--- src/rpot_pkg.sv ---
`default_nettype none
package rpot_pkg;

   // defaults for the top-level parameters
   localparam int MAX_VERTICES_DEF = 64;
   localparam int COORD_WIDTH_DEF  = 16;

   // fixed field widths
   localparam int EXT_WIDTH  = 15;
   localparam int MODE_WIDTH = 2;

   // request queue between front and back
   localparam int QUEUE_DEPTH = 4;

   // request kinds
   localparam logic KIND_APPEND = 1'b0;
   localparam logic KIND_QUERY  = 1'b1;

   // query modes
   typedef enum logic [MODE_WIDTH-1:0] {
      MODE_ANY    = 2'd0,
      MODE_ALL    = 2'd1,
      MODE_CENTER = 2'd2,
      MODE_NONE   = 2'd3
   } mode_type;

   // width of a point coordinate after adding an extent
   function automatic int point_width(input int coord_width);
      point_width = ((coord_width > EXT_WIDTH + 1) ? coord_width : EXT_WIDTH + 1) + 1;
   endfunction

endpackage
`default_nettype wire

--- src/rpot_ram.sv ---
`default_nettype none
module rpot_ram #(
   parameter int WIDTH = 32,
   parameter int DEPTH = 64
) (
   input  wire logic                     clock,
   input  wire logic                     wr_en,
   input  wire logic [$clog2(DEPTH)-1:0] wr_addr,
   input  wire logic [WIDTH-1:0]         wr_data,
   input  wire logic [$clog2(DEPTH)-1:0] rd_addr,
   output logic      [WIDTH-1:0]         rd_data
);

   logic [WIDTH-1:0] mem [DEPTH];

   always_ff @(posedge clock) begin
      if (wr_en) begin
         mem[wr_addr] <= wr_data;
      end
      rd_data <= mem[rd_addr];
   end

endmodule
`default_nettype wire

--- src/rpot_back.sv ---
`default_nettype none
module rpot_back #(
   parameter int MAX_VERTICES = rpot_pkg::MAX_VERTICES_DEF,
   parameter int COORD_WIDTH  = rpot_pkg::COORD_WIDTH_DEF,
   parameter int PW           = rpot_pkg::point_width(rpot_pkg::COORD_WIDTH_DEF)
) (
   input  wire logic                         clock,
   input  wire logic                         reset,
   input  wire logic                         q_valid,
   output logic                              q_ready,
   input  wire logic                         q_kind,
   input  wire logic signed [PW-1:0]         q_x,
   input  wire logic signed [PW-1:0]         q_y,
   input  wire logic [rpot_pkg::EXT_WIDTH-1:0] q_w,
   input  wire logic [rpot_pkg::EXT_WIDTH-1:0] q_l,
   input  wire rpot_pkg::mode_type           q_mode,
   output logic                              rsp_valid,
   input  wire logic                         rsp_ready,
   output logic                              rsp_inside
);
   import rpot_pkg::*;

   localparam int CW   = COORD_WIDTH;
   localparam int AW   = $clog2(MAX_VERTICES);
   localparam int NW   = $clog2(MAX_VERTICES + 1);
   localparam int PRW  = CW + PW + 3;
   localparam int MW   = PW + CW + 4;
   localparam int CMPW = (PRW > MW) ? PRW : MW;

   typedef enum logic [2:0] {
      ST_IDLE  = 3'b001,
      ST_RUN   = 3'b010,
      ST_DRAIN = 3'b100
   } state_type;

   state_type            st_ff, st_in;
   logic [NW-1:0]        cnt_ff, cnt_in;
   logic [NW-1:0]        idx_ff, idx_in;
   logic [1:0]           corner_ff, corner_in;
   logic                 par_ff, par_in;
   logic signed [PW-1:0] bx_ff, by_ff;
   logic [EXT_WIDTH-1:0] w_ff, l_ff;
   mode_type             mode_ff;
   logic                 load;
   logic                 rsp_valid_ff, rsp_valid_in;
   logic                 rsp_res_ff, rsp_res_in;

   // vertex memory
   logic                   ram_we;
   logic [AW-1:0]          ram_raddr;
   logic [2*CW-1:0]        ram_rdata;
   logic                   prime_rd, edge_rd;
   logic                   prime_pend_ff, edge_pend_ff;

   rpot_ram #(.WIDTH(2 * CW), .DEPTH(MAX_VERTICES)) u_ram (
      .clock   (clock),
      .wr_en   (ram_we),
      .wr_addr (cnt_ff[AW-1:0]),
      .wr_data ({q_y[CW-1:0], q_x[CW-1:0]}),
      .rd_addr (ram_raddr),
      .rd_data (ram_rdata)
   );

   // current test point
   logic signed [PW-1:0] px, py;
   assign px = bx_ff + (corner_ff[0] ? PW'(w_ff) : PW'(0));
   assign py = by_ff + (corner_ff[1] ? PW'(l_ff) : PW'(0));

   // stage 1: edge geometry from the fetched vertex and the previous one
   logic signed [CW-1:0] xi, yi;
   logic signed [CW-1:0] prev_x_ff, prev_y_ff;
   logic signed [CW:0]   a1, d1;
   logic signed [PW:0]   b1, t1;
   logic                 strad1, pneg1;
   assign xi     = ram_rdata[CW-1:0];
   assign yi     = ram_rdata[2*CW-1:CW];
   assign a1     = (CW+1)'(prev_x_ff) - (CW+1)'(xi);
   assign d1     = (CW+1)'(prev_y_ff) - (CW+1)'(yi);
   assign b1     = (PW+1)'(py) - (PW+1)'(yi);
   assign t1     = (PW+1)'(px) - (PW+1)'(xi);
   assign strad1 = ((PW+1)'(yi) > (PW+1)'(py)) != ((PW+1)'(prev_y_ff) > (PW+1)'(py));
   assign pneg1  = (a1 != '0) && (b1 != '0) && ((a1[CW] ^ b1[PW]) ^ d1[CW]);

   logic                 s2_v_ff;
   logic                 s2_pneg_ff, s2_dneg_ff;
   logic signed [CW:0]   s2_a_ff;
   logic signed [PW:0]   s2_b_ff;
   logic signed [CW+1:0] s2_dm_ff;
   logic signed [PW+1:0] s2_t_ff;

   always_ff @(posedge clock) begin
      if (prime_pend_ff || edge_pend_ff) begin
         prev_x_ff <= xi;
         prev_y_ff <= yi;
      end
      s2_pneg_ff <= pneg1;
      s2_dneg_ff <= d1[CW];
      s2_a_ff    <= a1;
      s2_b_ff    <= b1;
      s2_dm_ff   <= d1[CW] ? -(CW+2)'(d1) : (CW+2)'(d1);
      // t < trunc(r): strict for negative r, (t+1) <= r otherwise
      s2_t_ff    <= pneg1 ? (PW+2)'(t1) : (PW+2)'(t1) + (PW+2)'(1);
   end

   // stage 2: the two products
   logic signed [PRW-1:0] ab2;
   logic signed [MW-1:0]  m2;
   assign ab2 = PRW'(s2_a_ff) * PRW'(s2_b_ff);
   assign m2  = MW'(s2_t_ff) * MW'(s2_dm_ff);

   logic                   s3_v_ff, s3_pneg_ff;
   logic signed [CMPW-1:0] s3_p_ff, s3_m_ff;

   always_ff @(posedge clock) begin
      s3_pneg_ff <= s2_pneg_ff;
      s3_p_ff    <= s2_dneg_ff ? -CMPW'(ab2) : CMPW'(ab2);
      s3_m_ff    <= CMPW'(m2);
   end

   // stage 3: crossing test
   logic cross3;
   assign cross3 = s3_v_ff && (s3_pneg_ff ? (s3_m_ff < s3_p_ff) : (s3_m_ff <= s3_p_ff));

   logic pipe_empty;
   assign pipe_empty = !prime_pend_ff && !edge_pend_ff && !s2_v_ff && !s3_v_ff;

   // control sequencer
   always_comb begin
      st_in        = st_ff;
      cnt_in       = cnt_ff;
      idx_in       = idx_ff;
      corner_in    = corner_ff;
      par_in       = par_ff ^ cross3;
      load         = 1'b0;
      q_ready      = 1'b0;
      ram_we       = 1'b0;
      ram_raddr    = idx_ff[AW-1:0];
      prime_rd     = 1'b0;
      edge_rd      = 1'b0;
      rsp_valid_in = rsp_valid_ff && !rsp_ready;
      rsp_res_in   = rsp_res_ff;
      case (st_ff)
         ST_IDLE: begin
            if (q_valid && q_kind == KIND_APPEND) begin
               q_ready = 1'b1;
               if (cnt_ff < NW'(MAX_VERTICES)) begin
                  ram_we = 1'b1;
                  cnt_in = cnt_ff + 1'b1;
               end
            end else if (q_valid && !rsp_valid_ff) begin
               q_ready = 1'b1;
               if (q_mode == MODE_NONE || cnt_ff == '0) begin
                  rsp_valid_in = 1'b1;
                  rsp_res_in   = 1'b0;
               end else begin
                  load      = 1'b1;
                  corner_in = 2'd0;
                  par_in    = 1'b0;
                  idx_in    = '0;
                  ram_raddr = AW'(cnt_ff - 1'b1);
                  prime_rd  = 1'b1;
                  st_in     = ST_RUN;
               end
            end
         end
         ST_RUN: begin
            edge_rd = 1'b1;
            idx_in  = idx_ff + 1'b1;
            if (idx_ff == cnt_ff - 1'b1) begin
               st_in = ST_DRAIN;
            end
         end
         ST_DRAIN: begin
            if (pipe_empty) begin
               if ((mode_ff == MODE_ANY && par_ff) || (mode_ff == MODE_ALL && !par_ff) ||
                   mode_ff == MODE_CENTER || corner_ff == 2'd3) begin
                  rsp_valid_in = 1'b1;
                  rsp_res_in   = par_ff;
                  st_in        = ST_IDLE;
               end else begin
                  corner_in = corner_ff + 1'b1;
                  par_in    = 1'b0;
                  idx_in    = '0;
                  ram_raddr = AW'(cnt_ff - 1'b1);
                  prime_rd  = 1'b1;
                  st_in     = ST_RUN;
               end
            end
         end
         default: begin
            st_in = ST_IDLE;
         end
      endcase
   end

   always_ff @(posedge clock) begin
      if (reset) begin
         st_ff         <= ST_IDLE;
         cnt_ff        <= '0;
         rsp_valid_ff  <= 1'b0;
         prime_pend_ff <= 1'b0;
         edge_pend_ff  <= 1'b0;
         s2_v_ff       <= 1'b0;
         s3_v_ff       <= 1'b0;
      end else begin
         st_ff         <= st_in;
         cnt_ff        <= cnt_in;
         rsp_valid_ff  <= rsp_valid_in;
         prime_pend_ff <= prime_rd;
         edge_pend_ff  <= edge_rd;
         s2_v_ff       <= edge_pend_ff && strad1;
         s3_v_ff       <= s2_v_ff;
      end
   end

   // datapath state
   always_ff @(posedge clock) begin
      idx_ff     <= idx_in;
      corner_ff  <= corner_in;
      par_ff     <= par_in;
      rsp_res_ff <= rsp_res_in;
      if (load) begin
         bx_ff   <= q_x;
         by_ff   <= q_y;
         w_ff    <= q_w;
         l_ff    <= q_l;
         mode_ff <= q_mode;
      end
   end

   assign rsp_valid  = rsp_valid_ff;
   assign rsp_inside = rsp_res_ff;

`ifndef NO_ASSERTIONS
   a_state_onehot: assert property (@(posedge clock) disable iff (reset)
      $onehot(st_ff)) else $error("sequencer state not one-hot");
   a_no_rsp_busy: assert property (@(posedge clock) disable iff (reset)
      (st_ff != ST_IDLE) |-> !rsp_valid_ff) else $error("response pending during walk");
   a_cnt_cap: assert property (@(posedge clock) disable iff (reset)
      cnt_ff <= NW'(MAX_VERTICES)) else $error("vertex count over capacity");
   a_idx_range: assert property (@(posedge clock) disable iff (reset)
      (st_ff == ST_RUN) |-> idx_ff < cnt_ff) else $error("edge index past count");
`endif

endmodule
`default_nettype wire

--- config.mk ---
export PLATFORM = sky130hd
export DESIGN_NAME = rpot_back
export DESIGN_NICKNAME = d
export VERILOG_FILES = /design/src/rpot_pkg.sv /design/src/rpot_ram.sv /design/src/rpot_back.sv
export SDC_FILE = /design/constraint.sdc
export NUM_CORES = 2
export LEC_CHECK = 0
export BUFFER_PORTS_ARGS = -buffer_cell sky130_fd_sc_hd__buf_2
export CAP_MARGIN = 15
export CORE_MARGIN = 2
export CORE_UTILIZATION = 50
export DETAILED_ROUTE_END_ITERATION = 16
export GPL_ROUTABILITY_DRIVEN = 0
export GPL_TIMING_DRIVEN = 0
export PLACE_DENSITY_LB_ADDON = 0.08
export SETUP_SLACK_MARGIN = 0.05
export SLEW_MARGIN = 40
export SYNTH_ARGS = -nofsm -noshare
export SYNTH_HDL_FRONTEND = slang
export SYNTH_SLANG_ARGS = --single-unit
export TNS_END_PERCENT = 30
--- constraint.sdc ---
create_clock -name clock -period 6.1 [get_ports clock]
set_input_delay 0.61 -clock clock [delete_from_list [all_inputs] [get_ports clock]]
set_output_delay 0.61 -clock clock [all_outputs]
set_load 0.01 [all_outputs]
==> summary.txt <==
STA
  – Setup TNS: -10,850 ps
  – Final-report max-slew violation count: 0
  – Relative slew slack: 29.3%
  – Max Clk Rate: 146 MHz
  – Post-layout min period: 6850 ps
  – Final hold violation count: 0
  – Worst Tran Pin Value: 1060 ps
  – RSZ-0062 raised after global routing: yes
  – Finish-stage setup viols: 35
  – Setup ws final: -747 ps
  – Period utilization: 112%
  – Clk_skew: 122 ps

Clocking
  – Longest Clk Path Bufs: 3
  – # clock sinks: 2,353
  – CTS Root Cell: clkbuf_16
  – Clock-pin slew on the worst setup and hold paths: 60 ps
  – CTS HTree Levels: 4
  – Clock Latency Late Sink: 910 ps
  – CTS tree: built
  – Number of buffers created by CTS: 237

Final layout
  – Fin nets: 10,300
  – Fill cells: 18,600
  – Final std cells w/o fill: 12,600
  – Fraction of layout cells with a size suffix above 1: 14.7%
  – Final instance area: 139,000 sq um
  – P&R area growth vs syn: 17.0%

Global routing
  – Gr usage total: 28.5%
  – Vias in the first global route: 73,400
  – Largest net degree at the start of global routing: 66
  – Initial antenna violation count: 32
  – Gr ovfl total: 0
  – Global-route wire length before repair: 500 mm

Routing
  – Via/cell ratio: 5.76
  – Final ANT Viol Nets: 0
  – Vias: 72,400
  – Drt first-iter violations: 6,465
  – DRC: 0
  – Drt wl/cell: 27.5 um
  – Detailed Routing Iterations Pass 1: 7
  – Final WL: 346 mm

Setup path
  – Reg2Reg Depth: 27
  – Worst Setup EP: s3_p_ff[28]
  – Critical path class: reg -> reg
  – Delay-heaviest family, CP: adder cells
  – Crit-path max cell delay: 580 ps
  – Worst reg-to-reg setup slack: -750 ps
  – CP startpoint: s2_a_ff[5]
  – CP max FO: 5
  – Worst R2R Start: s2_a_ff[5]
  – Crit path depth: 27
  – Startpoint Class: flop
  – CP Capture Type: flop
  – CP Data Required Time: 6850 ps
  – CP bufs+invs: 9
  – CP arrival: 7600 ps
  – Critical-path top delay cell: fa_1
  – Critical R2R Capture: s3_p_ff[28]
  – Most used cell, CP: fa_1

Synth
  – Synth warnings: 0
  – Asr flop ratio synth: 0%
  – Library cells used by synthesis: 96
  – Post-synth top flop: edfxtp_1
  – Mapped Avg Cell Area: 13.8 sq um
  – Sequential area share after synthesis: 57.9%
  – Post-Synthesis Cells: 8,594
  – EDFF count, synth: 2,156
  – Number of synthesized register bits: 2,353
  – Synthesized cell area: 119,000 sq um
  – Syn Nets: 9,668

Placed design
  – PortBufs: 73
  – Placed instance area: 128,000 sq um
  – Post-DP HPWL: 255 mm
  – Placed Cells: 12,000

Die
  – Die Wd: 491 um
  – DIE AREA: 241,000 sq um
  – Starting density of the core: 50.4%
  – Chip Height: 491 um
  – Io pins: 74
  – Floorplan core area: 236,000 sq um
  – Rows: 178

Job
  – Max_cap viols: 0

Status
  – Status: complete, but fails checks
  – Failing checks: negative setup slack

Min path
  – Hold WC Path Type: in -> reg
## cells in the final DEF (no fill, tap or decap), types with 57 or more instances in the layout
| cell | synthesis | layout |
|---|---|---|
| buf_16 | 0 | 73 |
| xnor2_1 | 166 | 147 |
| inv_1 | 814 | 792 |
| edfxtp_1 | 2156 | 2156 |
| clkinv_1 | 0 | 68 |
| buf_2 | 132 | 171 |
| nor2_1 | 446 | 375 |
| dfxtp_1 | 197 | 127 |
| nand2_1 | 452 | 434 |
| o22ai_1 | 520 | 519 |
| fa_1 | 662 | 648 |
| a21o_1 | 63 | 63 |
| and2_1 | 317 | 311 |
| a21oi_1 | 227 | 202 |
| ha_1 | 341 | 322 |
| clkbuf_1 | 202 | 127 |
| mux2i_1 | 1039 | 1038 |
| o21ai_0 | 90 | 77 |
| nor2_4 | 1 | 64 |
| buf_8 | 0 | 65 |
| clkbuf_16 | 0 | 268 |
| dfxtp_4 | 0 | 57 |
| buf_4 | 19 | 164 |
## what timing repair did
action	4_1_cts	5_1_grt
setup buffers	113	19
setup endpoints to repair	67	54
hold endpoints to repair	37	0
hold buffers	23	0
gates cloned	2	0
gates resized for setup	479	61
pin swaps	93	42
## layout make-up
cell class              count  area [sq um]  area share, %
clock inverters           154          1590           1.15
plain buffers             365          2780           2.00
clock buffers             285          6220           4.47
inverters                 814          3070           2.21
flip-flops and latches   2353         68900           49.6
well taps                3150          3940           2.84
diodes                     14          35.0         0.0252
repair buffers            391          5190           3.74
multi-input cells        5043         47200           34.0
## registers in the layout, summed over array words and instances, names as in the netlist, 2 cells and up
name and cells:
u_ram.mem 2048, s3_m_ff 37, s3_p_ff 37, u_ram.rd_data 32, s2_t_ff 19, s2_b_ff 18, s2_dm_ff 18, bx_ff 17
by_ff 17, s2_a_ff 17, prev_x_ff 16, prev_y_ff 16, l_ff 15, w_ff 15, cnt_ff 7, idx_ff 7
st_ff 3, corner_ff 2, mode_ff 2
## worst min-delay path by stage
stage / cells past startpoint / startpoint / to / slack [ps]
after global routing: 1 / q_mode[1] / mode_ff[1] / 10
after detailed placement: 0 / s2_pneg_ff / s3_pneg_ff / 320
final: 1 / q_mode[0] / mode_ff[0] / 50
after CTS: 1 / q_w[1] / w_ff[1] / 5
after floorplan: 0 / s2_pneg_ff / s3_pneg_ff / 310
after global placement: 0 / s2_pneg_ff / s3_pneg_ff / 320
## cells in the mapped netlist (all sizes together) (9+ instances only)
library cell  count  share of area, %
o211ai           32              0.21
nor2            447               1.4
clkbuf          203              0.65
a21boi           10             0.073
buf             181              0.80
nor3             40              0.17
a21oi           231              0.99
a211o            11             0.081
o31ai            21              0.14
xnor2           166               1.2
a2111oi           9             0.072
inv             814               2.6
dfxtp           197               3.3
a21o             63              0.40
a31oi            21              0.11
and2            317               1.7
nand4            31              0.16
nand2           453               1.4
mux2i          1039               8.8
nor4             53              0.31
o21ai            99              0.42
nand2b           55              0.29
o21a             36              0.23
ha              341               3.6
or3              24              0.13
xor2             59              0.44
a211oi           18              0.13
or2              24              0.13
or4              37              0.24
edfxtp         2156                55
nor2b            37              0.19
o21bai           14             0.098
o22ai           521               2.8
fa              662                11
and3             22              0.12
nand3            50              0.21
## metal layers
layer  up-vias  global-route usage [%]  wire length (um)  part of all wire [%]
li1      32200                       -                 -                     -
met1     37000                    36.6            137000                    40
met2      2547                    48.1            170000                    49
met3       660                    3.95             20800                   6.0
met4         8                    13.2             18000                   5.2
met5         -                       0                52                 0.015
## per-stage QoR
stage,hold WS (ps),utilization [%],setup slack [ps]
finish,51.4,59.0,-747
global route,9.67,59.0,-983
CTS,4.95,58.8,-708
detailed placement,316,54.2,-2270
global placement,321,52.4,-3120
floorplan,310,-,-74.0
## cells by family (layout without fill, tap and decap cells)
family | Yosys count | in the layout | share of synthesized area, %
other | 1 | 15 | 0.00316
multiplexers | 1047 | 1047 | 8.84
XOR/XNOR | 225 | 225 | 1.66
AND/OR/NAND/NOR | 1619 | 1619 | 6.69
flip-flops | 2353 | 2353 | 57.9
AO/OA/AOI/OAI | 1148 | 1148 | 6.18
adder cells (fa/ha/maj) | 1003 | 1003 | 14.8
buffers and inverters | 1198 | 2009 | 4.03
Power is not shown: default switching activity piles up to over one toggle a cycle in this logic, so the estimate is an artifact.
